**src/hdl/arp_pkg.sv**
```systemverilog
`timescale 1ns / 1ps
`default_nettype none

package arp_pkg;

  // ELF ARM relocation type numbers.
  localparam logic [7:0] TYPE_NONE    = 8'd0;
  localparam logic [7:0] TYPE_ABS32   = 8'd2;
  localparam logic [7:0] TYPE_REL32   = 8'd3;
  localparam logic [7:0] TYPE_TARGET1 = 8'd38;
  localparam logic [7:0] TYPE_PREL31  = 8'd42;
  localparam logic [7:0] TYPE_MOVW    = 8'd47;
  localparam logic [7:0] TYPE_MOVT    = 8'd48;

  typedef enum logic [1:0] {
    ST_OK          = 2'd0,
    ST_INVALID     = 2'd1,
    ST_OVERFLOW    = 2'd2,
    ST_UNSUPPORTED = 2'd3
  } status_t;

  // Thumb MOVW/MOVT encoding constants.
  localparam logic [15:0] MOVW_PATTERN  = 16'hF240;
  localparam logic [15:0] MOVT_PATTERN  = 16'hF2C0;
  localparam logic [15:0] MOV_OPC_MASK  = 16'hFBF0;
  localparam logic [15:0] MOV_HI_RSVD   = 16'h8000;
  localparam logic [15:0] MOV_LO_KEEP   = 16'hFBE0;
  localparam logic [15:0] MOV_HI_KEEP   = 16'h8F00;

  typedef struct packed {
    logic [31:0] patched_word;
    status_t     status;
  } patch_result_t;

  typedef struct packed {
    logic [7:0]  opcode;
    logic [31:0] site_word;
    logic [31:0] symbol_value;
    logic [31:0] site_address;
  } patch_request_t;

endpackage

`default_nettype wire

```
**src/hdl/arp_ifs.sv**
```systemverilog
`timescale 1ns / 1ps
`default_nettype none

interface arp_req_if;
  logic        valid;
  logic        ready;
  logic [7:0]  opcode;
  logic [31:0] site_word;
  logic [31:0] symbol_value;
  logic [31:0] site_address;

  modport source (output valid, output opcode, output site_word, output symbol_value,
                  output site_address, input ready);
  modport sink   (input valid, input opcode, input site_word, input symbol_value,
                  input site_address, output ready);
endinterface

interface arp_res_if;
  logic             valid;
  logic             ready;
  logic [31:0]      patched_word;
  arp_pkg::status_t status;

  modport source (output valid, output patched_word, output status, input ready);
  modport sink   (input valid, input patched_word, input status, output ready);
endinterface

`default_nettype wire

```
**src/hdl/arp_patch_unit.sv**
```systemverilog
`timescale 1ns / 1ps
`default_nettype none

module arp_patch_unit (
  input  arp_pkg::patch_request_t req,
  output arp_pkg::patch_result_t  res
);

  logic [15:0] lo;
  logic [15:0] hi;
  logic [31:0] sum_abs;
  logic [31:0] sum_rel;
  logic [31:0] prel_x;
  logic [15:0] mov_imm;
  logic [31:0] mov_v;
  logic [15:0] mov_half;
  logic [15:0] mov_pat;
  logic        mov_bad;
  logic [31:0] mov_word;

  assign lo = req.site_word[15:0];
  assign hi = req.site_word[31:16];

  assign sum_abs = req.symbol_value + req.site_word;
  assign sum_rel = sum_abs - req.site_address;
  // PREL31 addend is the low 31 bits, sign-extended from bit 30.
  assign prel_x  = req.symbol_value + {req.site_word[30], req.site_word[30:0]}
                   - req.site_address;

  // imm16 = imm4:i:imm3:imm8, taken as a signed addend.
  assign mov_imm  = {lo[3:0], lo[10], hi[14:12], hi[7:0]};
  assign mov_v    = req.symbol_value + {{16{mov_imm[15]}}, mov_imm};
  assign mov_half = (req.opcode == arp_pkg::TYPE_MOVT) ? mov_v[31:16] : mov_v[15:0];
  assign mov_pat  = (req.opcode == arp_pkg::TYPE_MOVT) ? arp_pkg::MOVT_PATTERN
                                                       : arp_pkg::MOVW_PATTERN;
  assign mov_bad  = ((lo & arp_pkg::MOV_OPC_MASK) != mov_pat) ||
                    ((hi & arp_pkg::MOV_HI_RSVD) != 16'h0000);
  assign mov_word = {(hi & arp_pkg::MOV_HI_KEEP) | {1'b0, mov_half[10:8], 4'h0, mov_half[7:0]},
                     (lo & arp_pkg::MOV_LO_KEEP) | {5'h00, mov_half[11], 6'h00,
                                                     mov_half[15:12]}};

  always_comb begin
    res.patched_word = req.site_word;
    res.status       = arp_pkg::ST_OK;
    case (req.opcode)
      arp_pkg::TYPE_NONE: begin
      end
      arp_pkg::TYPE_ABS32, arp_pkg::TYPE_TARGET1: begin
        res.patched_word = sum_abs;
      end
      arp_pkg::TYPE_REL32: begin
        res.patched_word = sum_rel;
      end
      arp_pkg::TYPE_PREL31: begin
        if (prel_x[31] != prel_x[30]) begin
          res.status = arp_pkg::ST_OVERFLOW;
        end else begin
          res.patched_word = {req.site_word[31], prel_x[30:0]};
        end
      end
      arp_pkg::TYPE_MOVW, arp_pkg::TYPE_MOVT: begin
        if (mov_bad) begin
          res.status = arp_pkg::ST_INVALID;
        end else begin
          res.patched_word = mov_word;
        end
      end
      default: begin
        res.status = arp_pkg::ST_UNSUPPORTED;
      end
    endcase
  end

endmodule

`default_nettype wire

```
**src/hdl/arm_relocation_patcher.sv**
```systemverilog
// An accepted request passes the input register, then the result register.
// Throughput: one item per cycle unless out_res stalls; patch arithmetic
// sits between those registers, and each stage frees as it hands on.
// Reset: synchronous, active low; it empties both stages. Payload is not reset.
`timescale 1ns / 1ps
`default_nettype none

module arm_relocation_patcher (
  input  logic       clk,
  input  logic       rst_n,
  arp_req_if.sink    in_req,
  arp_res_if.source  out_res
);

  // Stage one: the registered request.
  logic                    req_valid_r;
  arp_pkg::patch_request_t req_r;

  // Stage two: the registered result that faces the sink.
  logic                    res_valid_r;
  arp_pkg::patch_result_t  res_r;

  arp_pkg::patch_result_t  res_nxt;
  logic                    res_load;
  logic                    req_load;

  // The result register takes a new item whenever it is empty or its item
  // is being taken in this cycle.
  assign res_load = !res_valid_r || out_res.ready;

  // The request register frees when its item moves on, so a new item can
  // enter every cycle while the sink keeps up, and one more is held while
  // a finished result waits.
  assign req_load      = !req_valid_r || res_load;
  assign in_req.ready  = req_load;

  arp_patch_unit u_patch (
    .req (req_r),
    .res (res_nxt)
  );

  always_ff @(posedge clk) begin
    if (!rst_n) begin
      req_valid_r <= 1'b0;
    end else if (req_load) begin
      req_valid_r <= in_req.valid;
    end
  end

  always_ff @(posedge clk) begin
    if (req_load && in_req.valid) begin
      req_r.opcode       <= in_req.opcode;
      req_r.site_word    <= in_req.site_word;
      req_r.symbol_value <= in_req.symbol_value;
      req_r.site_address <= in_req.site_address;
    end
  end

  always_ff @(posedge clk) begin
    if (!rst_n) begin
      res_valid_r <= 1'b0;
    end else if (res_load) begin
      res_valid_r <= req_valid_r;
    end
  end

  // The result is captured only when a request moves over, so a stalled
  // result holds its value.
  always_ff @(posedge clk) begin
    if (res_load && req_valid_r) begin
      res_r <= res_nxt;
    end
  end

  assign out_res.valid        = res_valid_r;
  assign out_res.patched_word = res_r.patched_word;
  assign out_res.status       = res_r.status;

endmodule

`default_nettype wire

```
**src/flat_wrapper.sv**
```systemverilog
// flat-port wrapper written by rule: the top's interface ports become plain ports
module arm_relocation_patcher_flat 
  (clk, rst_n, in_req_valid, in_req_opcode, in_req_site_word, in_req_symbol_value, in_req_site_address, in_req_ready, out_res_valid, out_res_patched_word, out_res_status, out_res_ready);
  arp_req_if in_req_i ();
  arp_res_if out_res_i ();
  input  logic clk;
  input  logic rst_n;
  input wire logic [$bits(in_req_i.valid)-1:0] in_req_valid;
  input wire logic [$bits(in_req_i.opcode)-1:0] in_req_opcode;
  input wire logic [$bits(in_req_i.site_word)-1:0] in_req_site_word;
  input wire logic [$bits(in_req_i.symbol_value)-1:0] in_req_symbol_value;
  input wire logic [$bits(in_req_i.site_address)-1:0] in_req_site_address;
  output wire logic [$bits(in_req_i.ready)-1:0] in_req_ready;
  output wire logic [$bits(out_res_i.valid)-1:0] out_res_valid;
  output wire logic [$bits(out_res_i.patched_word)-1:0] out_res_patched_word;
  output wire logic [$bits(out_res_i.status)-1:0] out_res_status;
  input wire logic [$bits(out_res_i.ready)-1:0] out_res_ready;
  assign in_req_i.valid = in_req_valid;
  assign in_req_i.opcode = in_req_opcode;
  assign in_req_i.site_word = in_req_site_word;
  assign in_req_i.symbol_value = in_req_symbol_value;
  assign in_req_i.site_address = in_req_site_address;
  assign in_req_ready = in_req_i.ready;
  assign out_res_valid = out_res_i.valid;
  assign out_res_patched_word = out_res_i.patched_word;
  assign out_res_status = out_res_i.status;
  assign out_res_i.ready = out_res_ready;
  arm_relocation_patcher u_core (.clk(clk), .rst_n(rst_n), .in_req(in_req_i), .out_res(out_res_i));
endmodule
```
**config.mk**
```make
export PLATFORM = sky130hd
export DESIGN_NAME = arm_relocation_patcher_flat
export DESIGN_NICKNAME = d
export VERILOG_FILES = /design/src/hdl/arp_pkg.sv /design/src/hdl/arp_ifs.sv /design/src/hdl/arp_patch_unit.sv /design/src/hdl/arm_relocation_patcher.sv /design/src/flat_wrapper.sv
export SDC_FILE = /design/constraint.sdc
export NUM_CORES = 1
export LEC_CHECK = 0
export ABC_AREA = 0
export BUFFER_PORTS_ARGS = -buffer_cell sky130_fd_sc_hd__buf_2
export CELL_PAD_IN_SITES_DETAIL_PLACEMENT = 0
export CELL_PAD_IN_SITES_GLOBAL_PLACEMENT = 1
export CORE_MARGIN = 2
export CORE_UTILIZATION = 40
export CTS_BUF_LIST = sky130_fd_sc_hd__clkbuf_8
export DETAILED_ROUTE_END_ITERATION = 8
export PLACE_DENSITY = 0.72
export SKIP_LAST_GASP = 1
export SYNTH_ARGS = -nofsm -noshare
export SYNTH_HDL_FRONTEND = slang
export SYNTH_SLANG_ARGS = --single-unit
```
**constraint.sdc**
```tcl
create_clock -name clk -period 5.5 [get_ports clk]
set_input_delay 0.825 -clock clk [delete_from_list [all_inputs] [get_ports clk]]
set_output_delay 0.825 -clock clk [all_outputs]
set_load 0.1 [all_outputs]
```
* After elaboration in Yosys (flattened, before gate mapping)
Index checks and enable logic that the tools add are counted.
** Operators by class
- Equality and inequality tests :: 8
- Reduce and logical (&&, ||, !) cells :: 11
- Bitwise gates (word level) :: 2
- $add $sub $neg :: 5
- Muxes and demuxes :: 8
** Operator list (number)
- $pmux 32 s4 :: 1
- $add 32x32->32 :: 3
- $sub 32x32->32 :: 2
- $eq 8x6->1 const B :: 4
- $mux 32 :: 1
- $mux 31 :: 1
- $eq 8x2->1 const B :: 2
- $mux 16 :: 1
- $ne 16x16->1 :: 1
- $or 16x11->16 :: 1
- $or 16x15->16 :: 1
- $logic_not 8->1 :: 1
- $mux 8 :: 1
- $pmux 2 s3 :: 1
- $reduce_or 2->1 :: 2
- $reduce_or 4->1 :: 1
- $logic_or 1x1->1 :: 3
- $logic_and 1x1->1 :: 2
- $logic_not 1->1 :: 2
- $mux 2 :: 1
- $mux 1 :: 1
- $ne 1x1->1 :: 1
** Storage, ports and cells
- Output and inout port bits :: 36
- Register bits after elaboration :: 140

* Depth between registers and ports, before layout
Gate-level depths: netlist of the first run.
- Depth after elaboration :: 6
- Gate-level depth with buffers :: 23
- Mapped depth without buffers :: 23

* Hierarchy
From an unflattened synthesis of the first run, not the netlist that was laid out.
** Unflattened totals
- Cell total of the unflattened synthesis :: 1443
- Area total of the unflattened synthesis :: 13052.5 µm²
** Modules (own cells, without submodules)
- arp_patch_unit :: cells an instance 1296, area each 8804.7 µm², instances 1
- arm_relocation_patcher :: cells an instance 147, area each 4247.8 µm², instances 1

* Worst setup path after synthesis of the first run
Ideal clock, no wire load.
- Path type :: register to register
- Start :: register u_core.req_r[64] (netlist name)
- End :: register u_core.res_r (netlist bit u_core.out_res.patched_word[28]), data pin
- Path buffers :: 0
- Setup time :: 271 ps
- Slack :: 469 ps
- Data arrival time :: 4760 ps
- Cell stages (with the launch flop) :: 24
- Cells stage by stage :: edfxtp_1 > ha_1 > inv_1 > fa_1 > nand2b_1 > a21oi_1 > o21ai_0 > a211oi_1 > o21a_1 > o21a_1 > nor2_1 > xnor2_1 > ha_1 > and3_1 > nand3_1 > or4b_1 > o2111a_1 > o21ai_1 > or3b_1 > a31oi_1 > xnor2_1 > nor2_1 > o31ai_1 > o211ai_1
** RTL lines
- from (decl) :: RTL line arm_relocation_patcher.sv:17 : arp_pkg::patch_request_t req_r;
- to (signal assigned) :: RTL line arm_relocation_patcher.sv:71 : res_r <= res_nxt;
- to (decl) :: RTL line arm_relocation_patcher.sv:21 : arp_pkg::patch_result_t res_r;

==> results by group, run 1 <==
Power and ir drop
  • Internal: 2.42 mW
  • Clock share of power: 0.209
  • Power Density: 273 mW/mm^2
  • Leak Pwr: 6.76 nW
  • Net Sw Frac: 0.414
  • Psw: 1.71 mW
  • Part of the power in registers: 0.317
  • Overall power: 4.12 mW
  • Peak supply drop: 0.196 mV
  • Combinational group share of total power: 0.474

STA
  • Clock skew: 0.0208 ns
  • Setup repair after global routing missed its margin: true
  • Slew Limit Headroom: 0.350
  • Worst-Margin Slew: 0.950 ns
  • Final Max Tran Viols: 0
  • Sum of negative setup slack: 0 ns
  • Tcrit/Tclk final: 0.940
  • Fmax: 193 MHz
  • Final hold vios: 0
  • Setup Viol. Count Final: 0
  • Fin crit period: 5.17 ns

Floorplan
  • Die X: 184 um
  • Initial Util: 0.403
  • IO Count: 144
  • Chip Height: 184 um
  • Core area: 0.0323 mm^2
  • Num rows: 66
  • Area of the die: 0.0340 mm^2

Detailed routing
  • DRC: 0
  • DRT iter0 DRCs: 1044
  • DR WL/cell: 21.5 um
  • DR vias: 11700
  • Total Wirelength: 44600 um
  • Routed Antenna Nets: 0
  • Router iterations before antenna repair: 6
  • Via/cell ratio: 5.63

Yosys
  • Syn Area/Cell: 9.11 um^2
  • Sequential share of the synthesized area: 0.322
  • EDFF count, synth: 138
  • Share of flip-flops with an asynchronous set or reset: 0
  • Syn. warnings: 0
  • Main synth FF type: edfxtp_1
  • Mapped Cells: 1429
  • Mapped Area: 0.0130 mm^2
  • Register bit total from synthesis: 140
  • Synth unique cells: 75
  • Post-Syn Nets: 1696

Cells and area
  • # fillers: 3151
  • Layout Nets: 1891
  • Area grow syn2layout: 16.0%
  • Multi-input gate area: 0.00808 mm^2
  • Share of layout cells above drive strength 1: 0.164
  • Seq. cell area: 0.00418 mm^2
  • Diode count: 0

Critical path
  • CP Capture Type: flip-flop
  • WS Path Type: reg -> reg
  • Reg2reg path depth: 24
  • Crit path DAT: 5.43 ns
  • Crit path required time: 5.76 ns
  • CP Launch Type: flip-flop
  • Setup crit start: u_core.req_r[32]$_DFFE_PP_
  • CP max FO: 3
  • Worst R2R Start: u_core.req_r[32]$_DFFE_PP_

Placed design
  • Port-buffer cells: 143
  • GP Congestion: 0.929
  • HPWL after detailed placement: 35700 um

Clock network
  • Clock sinks: 140
  • Num CTS Buffers: 17
  • Reg clk slew, reported paths: 0.09 ns
  • Clk Latency, worst-skew pair: 0.53 ns
  • CTS max path bufs: 2
  • H-tree depth: 4
  • Clock Root Buffer: clkbuf_8
  • CTS tree: yes

Status
  • Status: finished, final reports clean

Global route
  • Vias in the first global route: 11400
  • First-pass GRT wire length: 66900 um
  • GRT Total Usage: 0.267
  • GRT overflow: 0
  • Largest net degree at the start of global routing: 55
  • Initial antenna violation count: 0

Min path
  • Hold Path Stages: 1
  • HP Class: in -> reg
  • HP Start: in_req_symbol_value[6]

Run
  • Max-Cap Viols: 0
-- worst paths after layout --
| kind | end | slack (ns) |
|---|---|---|
| setup / recovery | u_core.out_res.patched_word[30]$_DFFE_PP_ | 0.33 |
| hold / removal | u_core.req_r[38]$_DFFE_PP_ | 0.46 |
| setup reg to reg | u_core.out_res.patched_word[30]$_DFFE_PP_ | 0.33 |
| hold reg to reg | u_core.out_res.valid$_SDFFE_PN0P_ | 0.53 |
-- placed cells by master (no fill, tap or decap), types with 29 or more instances in the layout --
cell type    n
xnor2_1     58
fa_1        33
a21oi_1    115
ha_1       124
xor2_1      45
buf_2      143
nor2_1      82
nand3_1     29
nand2_1     98
o21ai_0     81
a21o_1      58
edfxtp_1   138
buf_4       60
inv_1      180
-- routing by layer --
metal  routed length (um)  share of wire  global-route usage  up-vias
met3                 2820          0.063              0.0415       45
met5                    0              0                   0        -
met2                19700           0.44               0.418      441
li1                     -              -                   -     5643
met4                  838          0.019              0.0749        0
met1                21300           0.48               0.382     5569
-- synth_stat cells (all sizes together), types with 15 or more instances --
cell type	count	share of area
a21o	58	0.033
o21ai	95	0.037
and3	17	0.0082
ha	125	0.12
o211ai	17	0.0098
nand2	98	0.028
xnor2	59	0.040
a31oi	17	0.0082
edfxtp	138	0.32
nand3	29	0.011
clkbuf	24	0.0069
nor2	83	0.025
a221o	15	0.012
fa	34	0.052
nor3	28	0.012
a211oi	20	0.012
inv	178	0.051
nor2b	20	0.0096
o21a	20	0.012
a21oi	118	0.045
xor2	46	0.032
nand4	17	0.0082
-- per-stage QoR --
| stage | setup WS [ns] | hold WS (ns) | util | instance area (um^2) | instances |
|---|---|---|---|---|---|
| after floorplan | 0.469 | 0.477 | - | 13000 | 1429 |
| after detailed placement | 0.0327 | 0.519 | 0.453 | 14600 | 2042 |
| after global placement | 0.106 | 0.511 | 0.453 | 14600 | 2042 |
| after global routing | -0.0265 | 0.443 | 0.467 | 15100 | 2079 |
| after CTS | 0.0436 | 0.439 | 0.465 | 15000 | 2074 |
| final | 0.331 | 0.463 | 0.467 | 15100 | 2079 |
-- worst max-delay path: stages (launching register included) --
cell,delay (ns)
edfxtp_1,0.36
ha_1,0.18
inv_1,0.06
fa_2,0.36
nand2b_1,0.19
a21oi_2,0.21
o21ai_2,0.11
a211oi_2,0.27
o21a_1,0.16
o21a_1,0.13
nor2_1,0.05
xnor2_1,0.16
ha_1,0.30
and3_1,0.17
nand3_1,0.08
or4b_1,0.51
o2111a_2,0.22
o21ai_2,0.17
or3b_4,0.40
a31oi_1,0.14
buf_4,0.15
nand3_1,0.11
and3_1,0.19
o21ai_1,0.12
a32oi_1,0.10
-- final cells by class --
type | instances | share of cell area
multi-input combinational | 1081 | 0.535
sequential | 140 | 0.277
timing repair buffer | 206 | 0.0812
inverter | 178 | 0.0443
tap | 442 | 0.0366
clock buffer | 17 | 0.0155
clock inverter | 15 | 0.0100
-- registers in the layout, indices dropped and copies added (netlist names) --
signal	cells
u_core.req_r	104
u_core.req_valid_r	1
u_core.out_res.valid	1
u_core.out_res.patched_word	32
u_core.out_res.status	2
-- cells by family after synthesis --
family,share of synthesized area
fa+ha+maj,0.173
xor+xnor,0.0718
simple gates,0.134
buf+inv,0.0620
compound gates,0.232
flops,0.322
mux,0.00462
-- power by group through the flow --
stage          Sequential, mW  Combinational (mW)  Clock, mW
4_1_cts                  1.31                1.90      0.892
3_5_place_dp             1.33                1.89          0
2_1_floorplan            1.39                1.28          0
6_report                 1.31                1.95      0.862
3_3_place_gp             1.33                1.88          0
5_1_grt                  1.31                2.14      0.921
-- timing repair --
item / CTS / global route
pin swaps: 0 / 8
setup buffers: 0 / 5
endpoints found under the setup margin: 2 / 8
cloned: 0 / 0
hold buffers: 0 / 0
resized for setup: 1 / 14
No activity file was read; power rests on OpenSTA's default activity.
==> inputs of run 2 (changes only) <==
CORE_UTILIZATION = 47   (was 40)
PLACE_DENSITY = 0.83   (was 0.72)
SYNTH_HIERARCHICAL = 1   (was unset)
==> run 2 against run 1 <==
Non-clock buffer count is 11 lower. Clock skew is 0.0048 ns lower. Maximum frequency is 1.9% lower. Die area is 14% lower. Cell area is 0.66% lower. Critical path depth is 4 lower. Largest cell class unchanged. Core utilization is 7.7 points higher. Critical endpoint is now u_core/out_res.patched_word[31]$_DFFE_PP_. Clock power is 12% higher. Highest routed layer unchanged. Total power is 2.9% higher. Setup slack worse by 0.098 ns. Count of clock-buffer cells in the layout stayed put. Combinational power hardly changed.
==> results by group, run 2 <==
Cells and area
  • Final design utilization: 0.544
  • Commonest cells after routing, fill and taps aside: inv_1, buf_2, edfxtp_1
  • Area grow syn2layout: 14.9%
  • Largest register by flop count: u_core/req_r
  • Non-Filler Instances: 2009
  • Max reg flops: 104
  • Diode count: 0
  • Layout Nets: 1885
  • Share of layout cells above drive strength 1: 0.162
  • Final Cell Area: 0.0150 mm^2
  • Most common cell after layout, fill and taps aside: inv_1

Clock network
  • CTS Hold Bufs: 0
  • Clock Root Buffer: clkbuf_8
  • Reg clk slew, reported paths: 0.09 ns
  • CTS max path bufs: 2
  • H-tree depth: 4
  • CTS tree: yes
  • Clk Latency, worst-skew pair: 0.51 ns
  • Post-CTS sizing: 0
  • Num CTS Buffers: 17
  • Clock sinks: 140
  • Postcts setup bufs: 0

Yosys
  • Mapped Area: 0.0131 mm^2
  • Share of the synthesized area in the top cell type: 0.317
  • Top-count cell post-synth: inv_1
  • Synth area leader: edfxtp_1
  • Syn. warnings: 6
  • Synth unique cells: 79
  • Register bit total from synthesis: 140
  • Syn Area/Cell: 9.05 um^2
  • Mapped Cells: 1443
  • Post-synth top cells: inv_1, edfxtp_1, a21oi_1
  • Share of flip-flops with an asynchronous set or reset: 0
  • Main synth FF type: edfxtp_1
  • Top cells by area, synth: edfxtp_1, ha_1, inv_1, fa_1, a21oi_1
  • Post-Syn Nets: 1710
  • EDFF count, synth: 138
  • Sequential share of the synthesized area: 0.321

Power and ir drop
  • Overall power: 4.24 mW
  • Part of the power in registers: 0.309
  • Clock share of power: 0.227
  • Peak supply drop: 0.191 mV
  • Internal: 2.50 mW
  • Psw: 1.74 mW
  • Combinational group share of total power: 0.464
  • Leak Pwr: 6.70 nW
  • Net Sw Frac: 0.410
  • Power Density: 283 mW/mm^2

Placed design
  • HPWL after detailed placement: 34900 um
  • GP Congestion: 0.980
  • Placed cell areas: 0.0145 mm^2
  • Setup Slack @ Placement: 0.100 ns
  • Dpl cells: 1977
  • Port-buffer cells: 143

Critical path
  • CP max FO: 6
  • CP Launch Type: flip-flop
  • FF-to-FF End: u_core/out_res.patched_word[31]$_DFFE_PP_
  • CP Capture Type: flip-flop
  • Reg2reg path depth: 20
  • Worst R2R Start: u_core/req_r[38]$_DFFE_PP_
  • WS Path Type: reg -> reg
  • Reg2reg setup slack: 0.23 ns
  • Crit path DAT: 5.53 ns
  • Crit path required time: 5.76 ns

STA
  • Final Max Tran Viols: 0
  • Sum of negative setup slack: 0 ns
  • Final hold slack: 0.484 ns
  • Clock skew: 0.0161 ns
  • Final hold vios: 0
  • Fin crit period: 5.27 ns
  • Worst-Margin Slew: 1.14 ns
  • Worst setup margin: 0.233 ns
  • Fmax: 190 MHz
  • Slew Limit Headroom: 0.229
  • Tcrit/Tclk final: 0.958
  • Setup Viol. Count Final: 0

Detailed routing
  • DR vias: 11800
  • DR WL/cell: 21.7 um
  • Routed Antenna Nets: 0
  • Router iterations before antenna repair: 7
  • DRT iter0 DRCs: 1424
  • DRC: 0
  • Total Wirelength: 43500 um
  • Via/cell ratio: 5.87

Global route
  • GRT Total Usage: 0.300
  • Initial antenna violation count: 0
  • Largest net degree at the start of global routing: 58
  • First-pass GRT wire length: 64100 um
  • GRT overflow: 0
  • Vias in the first global route: 11200

Floorplan
  • Area of the die: 0.0291 mm^2
  • Core area: 0.0276 mm^2
  • IO Count: 144
  • Num rows: 61
  • Chip Height: 171 um
  • Initial Util: 0.474
  • Die X: 171 um

Status
  • Status: finished, final reports clean

Run
  • Max-Cap Viols: 0

Min path
  • Hold Path Stages: 1
  • HP Start: in_req_site_word[20]
  • HP Class: in -> reg
  • Worst Hold End: u_core/req_r[84]$_DFFE_PP_
[run 2: changes by cell type in the layout (fill, tap and decap cells not counted), sizes merged, moves of 9 or more]
| cell | previous run | this run |
|---|---|---|
| nand2 | 98 | 118 |
| a21oi | 118 | 135 |
| nor2 | 83 | 66 |
| buf | 206 | 195 |
| xnor2 | 59 | 70 |
| a221o | 15 | 6 |
[run 2: how the worst max path moves through the flow]
stage                     cells after the start                                   endpoint                  startpoint
after global routing                         23  u_core/out_res.patched_word[31]$_DFFE_PP_  u_core/req_r[33]$_DFFE_PP_
after CTS                                    22  u_core/out_res.patched_word[31]$_DFFE_PP_  u_core/req_r[32]$_DFFE_PP_
after floorplan                              21  u_core/out_res.patched_word[31]$_DFFE_PP_  u_core/req_r[67]$_DFFE_PP_
final                                        20  u_core/out_res.patched_word[31]$_DFFE_PP_  u_core/req_r[38]$_DFFE_PP_
after global placement                       22  u_core/out_res.patched_word[31]$_DFFE_PP_  u_core/req_r[33]$_DFFE_PP_
after detailed placement                     22  u_core/out_res.patched_word[31]$_DFFE_PP_  u_core/req_r[32]$_DFFE_PP_
[run 2: per-layer routing]
metal  share of wire  vias to the layer above  track usage
met5               0                        -            0
met4           0.037                        0        0.126
met3           0.080                       82       0.0655
met2            0.44                      533        0.455
met1            0.45                     5557        0.414
li1                -                     5620            -
[run 2: logic make-up (layout without fill, tap and decap cells)]
kind of cell,after synthesis,count (layout),synth area share
AO/OA/AOI/OAI,463,463,0.234
XOR/XNOR,113,113,0.0771
adder cells (fa/ha/maj),160,160,0.173
buffers and inverters,223,411,0.0656
flip-flops,140,140,0.321
multiplexers,4,4,0.00326
AND/OR/NAND/NOR,340,340,0.127
[run 2: power groups by stage]
stage | Clock, mW | Combinational, mW | Sequential, mW
detailed placement | 0 | 1.90 | 1.33
finish | 0.963 | 1.97 | 1.31
floorplan | 0 | 1.30 | 1.39
CTS | 0.991 | 1.92 | 1.31
global route | 1.03 | 2.14 | 1.32
global placement | 0 | 1.89 | 1.33
[run 2: final cells by class]
class                      count  area, um^2
tap                          378         473
timing repair buffer         195        1120
clock buffer                  17         234
fill                        2626       12600
clock inverter                15         211
sequential                   140        4180
multi-input combinational   1080        8080
inverter                     184         691
[run 2: worst max-delay path, cell delays in order, from the launching register on]
cell	delay, ns
edfxtp_1	0.48
ha_1	0.40
a21oi_1	0.10
o21ai_0	0.30
nand3_1	0.12
nand3_1	0.22
o31ai_2	0.12
buf_4	0.16
o31ai_1	0.67
xor2_1	0.20
ha_1	0.45
nand4_1	0.20
inv_1	0.09
nand3_1	0.16
and3_1	0.20
a311o_1	0.39
nor3_2	0.23
a311oi_2	0.06
xnor2_1	0.19
a22oi_1	0.10
xnor2_1	0.16
==> inputs of run 3 (changes only) <==
CTS_BUF_LIST = sky130_fd_sc_hd__clkbuf_2 sky130_fd_sc_hd__clkbuf_4 sky130_fd_sc_hd__clkbuf_8   (was sky130_fd_sc_hd__clkbuf_8)
GPL_ROUTABILITY_DRIVEN = 0   (was unset)
==> run 3 against run 2 <==
Sequential share of layout area up 0.34 points. Count of clock-buffer cells in the layout is 4 higher. Core utilization shrank 0.66 points. Largest power group unchanged. Highest routed layer unchanged.
==> results by group, run 3 (synthesis results as in run 2) <==
STA
  • Final Max Tran Viols: 0
  • Tcrit/Tclk final: 0.967
  • Slew Limit Headroom: 0.314
  • Fin crit period: 5.32 ns
  • Setup repair after global routing missed its margin: false
  • Fmax: 188 MHz
  • Sum of negative setup slack: 0 ns
  • Worst-Margin Slew: 1.02 ns
  • Clock skew: 0.0136 ns
  • Final hold vios: 0
  • Setup Viol. Count Final: 0

Critical path
  • CP Capture Type: flip-flop
  • Crit path DAT: 5.51 ns
  • Reg2reg setup slack: 0.18 ns
  • CP max FO: 7
  • Worst R2R Start: u_core/req_r[33]$_DFFE_PP_
  • FF-to-FF End: u_core/out_res.patched_word[23]$_DFFE_PP_
  • Crit path required time: 5.69 ns
  • Reg2reg path depth: 21
  • CP Launch Type: flip-flop
  • WS Path Type: reg -> reg

Detailed routing
  • DRT iter0 DRCs: 1448
  • DR WL/cell: 20.9 um
  • Routed Antenna Nets: 0
  • DRC: 0
  • Total Wirelength: 41600 um
  • Router iterations before antenna repair: 8
  • DR vias: 11900
  • Via/cell ratio: 5.96

Global route
  • GRT overflow: 0
  • GRT Total Usage: 0.285
  • Largest net degree at the start of global routing: 58
  • First-pass GRT wire length: 62300 um
  • Vias in the first global route: 11200
  • Initial antenna violation count: 0

Power and ir drop
  • Internal: 2.43 mW
  • Net Sw Frac: 0.408
  • Clock share of power: 0.208
  • Psw: 1.67 mW
  • Power Density: 277 mW/mm^2
  • Leak Pwr: 6.60 nW
  • Peak supply drop: 0.148 mV
  • Combinational group share of total power: 0.471
  • Part of the power in registers: 0.320

Cells and area
  • Non-Filler Instances: 1993
  • Largest register by flop count: u_core/req_r
  • Commonest cells after routing, fill and taps aside: inv_1, buf_2, edfxtp_1
  • Max reg flops: 104
  • Share of layout cells above drive strength 1: 0.154
  • Area grow syn2layout: 13.5%
  • Layout Nets: 1869
  • # fillers: 2595
  • Diode count: 0
  • Most common cell after layout, fill and taps aside: inv_1

Min path
  • HP Start: in_req_symbol_value[3]
  • Hold Path Stages: 1
  • Worst Hold End: u_core/req_r[35]$_DFFE_PP_
  • HP Class: in -> reg

Floorplan
  • Chip Height: 171 um
  • Die X: 171 um
  • IO Count: 144
  • Initial Util: 0.474
  • Area of the die: 0.0291 mm^2
  • Num rows: 61
  • Core area: 0.0276 mm^2

Placed design
  • Port-buffer cells: 143
  • HPWL after detailed placement: 33200 um
  • Dpl cells: 1959

Run
  • Max-Cap Viols: 0

Clock network
  • Clk Latency, worst-skew pair: 0.47 ns
  • H-tree depth: 4
  • CTS max path bufs: 2
  • Reg clk slew, reported paths: 0.08 ns
  • Num CTS Buffers: 17
  • Clock sinks: 140
  • Clock Root Buffer: clkbuf_8
  • CTS tree: yes

Status
  • Status: finished, final reports clean
[run 3: worst max path at each step]
stage | start | endpoint | depth (start not counted)
6_report | u_core/req_r[33]$_DFFE_PP_ | u_core/out_res.patched_word[23]$_DFFE_PP_ | 21
5_1_grt | u_core/req_r[32]$_DFFE_PP_ | u_core/out_res.patched_word[23]$_DFFE_PP_ | 24
4_1_cts | u_core/req_r[32]$_DFFE_PP_ | u_core/out_res.patched_word[31]$_DFFE_PP_ | 22
3_5_place_dp | u_core/req_r[32]$_DFFE_PP_ | u_core/out_res.patched_word[31]$_DFFE_PP_ | 22
3_3_place_gp | u_core/req_r[32]$_DFFE_PP_ | u_core/out_res.patched_word[31]$_DFFE_PP_ | 22
2_1_floorplan | u_core/req_r[67]$_DFFE_PP_ | u_core/out_res.patched_word[31]$_DFFE_PP_ | 21
[run 3: timing repair]
item / in CTS / in global routing
gates resized for setup: 0 / 10
setup endpoints to repair: 0 / 7
hold buffers: 0 / 0
buffers inserted: 0 / 2
endpoints found under the hold margin: 0 / 0
[run 3: power groups by stage]
| stage | clock network [mW] | registers [mW] | logic [mW] |
|---|---|---|---|
| 5_1_grt | 0.917 | 1.32 | 2.10 |
| 6_report | 0.853 | 1.31 | 1.93 |
| 3_5_place_dp | 0 | 1.34 | 1.86 |
| 3_3_place_gp | 0 | 1.34 | 1.85 |
| 4_1_cts | 0.882 | 1.31 | 1.88 |
| 2_1_floorplan | 0 | 1.39 | 1.30 |
[run 3: worst max-delay path, stage by stage (launching register included)]
cell and delay [ns]:
edfxtp_1 0.47, ha_1 0.32, a21oi_1 0.28, nor2_1 0.12, o2111ai_1 0.22, nand3_1 0.22, o31ai_1 0.35, buf_4 0.22
o21ai_0 0.11, xor2_1 0.18, ha_1 0.41, nand2_1 0.11, nor3_1 0.23, nand4_1 0.14, a211oi_2 0.28, o21ai_1 0.15
buf_4 0.18, nand2b_1 0.06, a21oi_1 0.09, xnor2_1 0.19, a222oi_1 0.51, o2111ai_1 0.19
[run 3: metal layers]
| layer | wire length [um] | global-route usage | vias to the layer above |
|---|---|---|---|
| li1 | - | - | 5596 |
| met1 | 17900 | 0.393 | 5618 |
| met2 | 18400 | 0.445 | 566 |
| met3 | 3710 | 0.0479 | 90 |
| met4 | 1630 | 0.116 | 0 |
| met5 | 0 | 0 | - |
[run 3: layout make-up]
cell class	instances	area (um^2)	share of cell area
Clock inverter	11	120	0.00811
Timing Repair Buffer	179	998	0.0674
Inverter	184	691	0.0466
Clock buffer	21	277	0.0187
Tap cell	378	473	0.0319
Multi-Input combinational cell	1080	8070	0.545
Sequential cell	140	4180	0.282
[run 3: through the flow]
| stage | area (um^2) | worst slack [ns] | hold slack (ns) | utilization | power [mW] |
|---|---|---|---|---|---|
| final | 14800 | 0.184 | 0.521 | 0.538 | 4.10 |
| after global routing | 14800 | 0.0160 | 0.485 | 0.538 | 4.33 |
| after CTS | 14800 | 0.131 | 0.488 | 0.536 | 4.07 |
| after detailed placement | 14400 | 0.150 | 0.531 | 0.522 | 3.20 |
| after global placement | 14400 | 0.287 | 0.519 | 0.522 | 3.18 |
| after floorplan | 13100 | 0.663 | 0.542 | - | 2.70 |
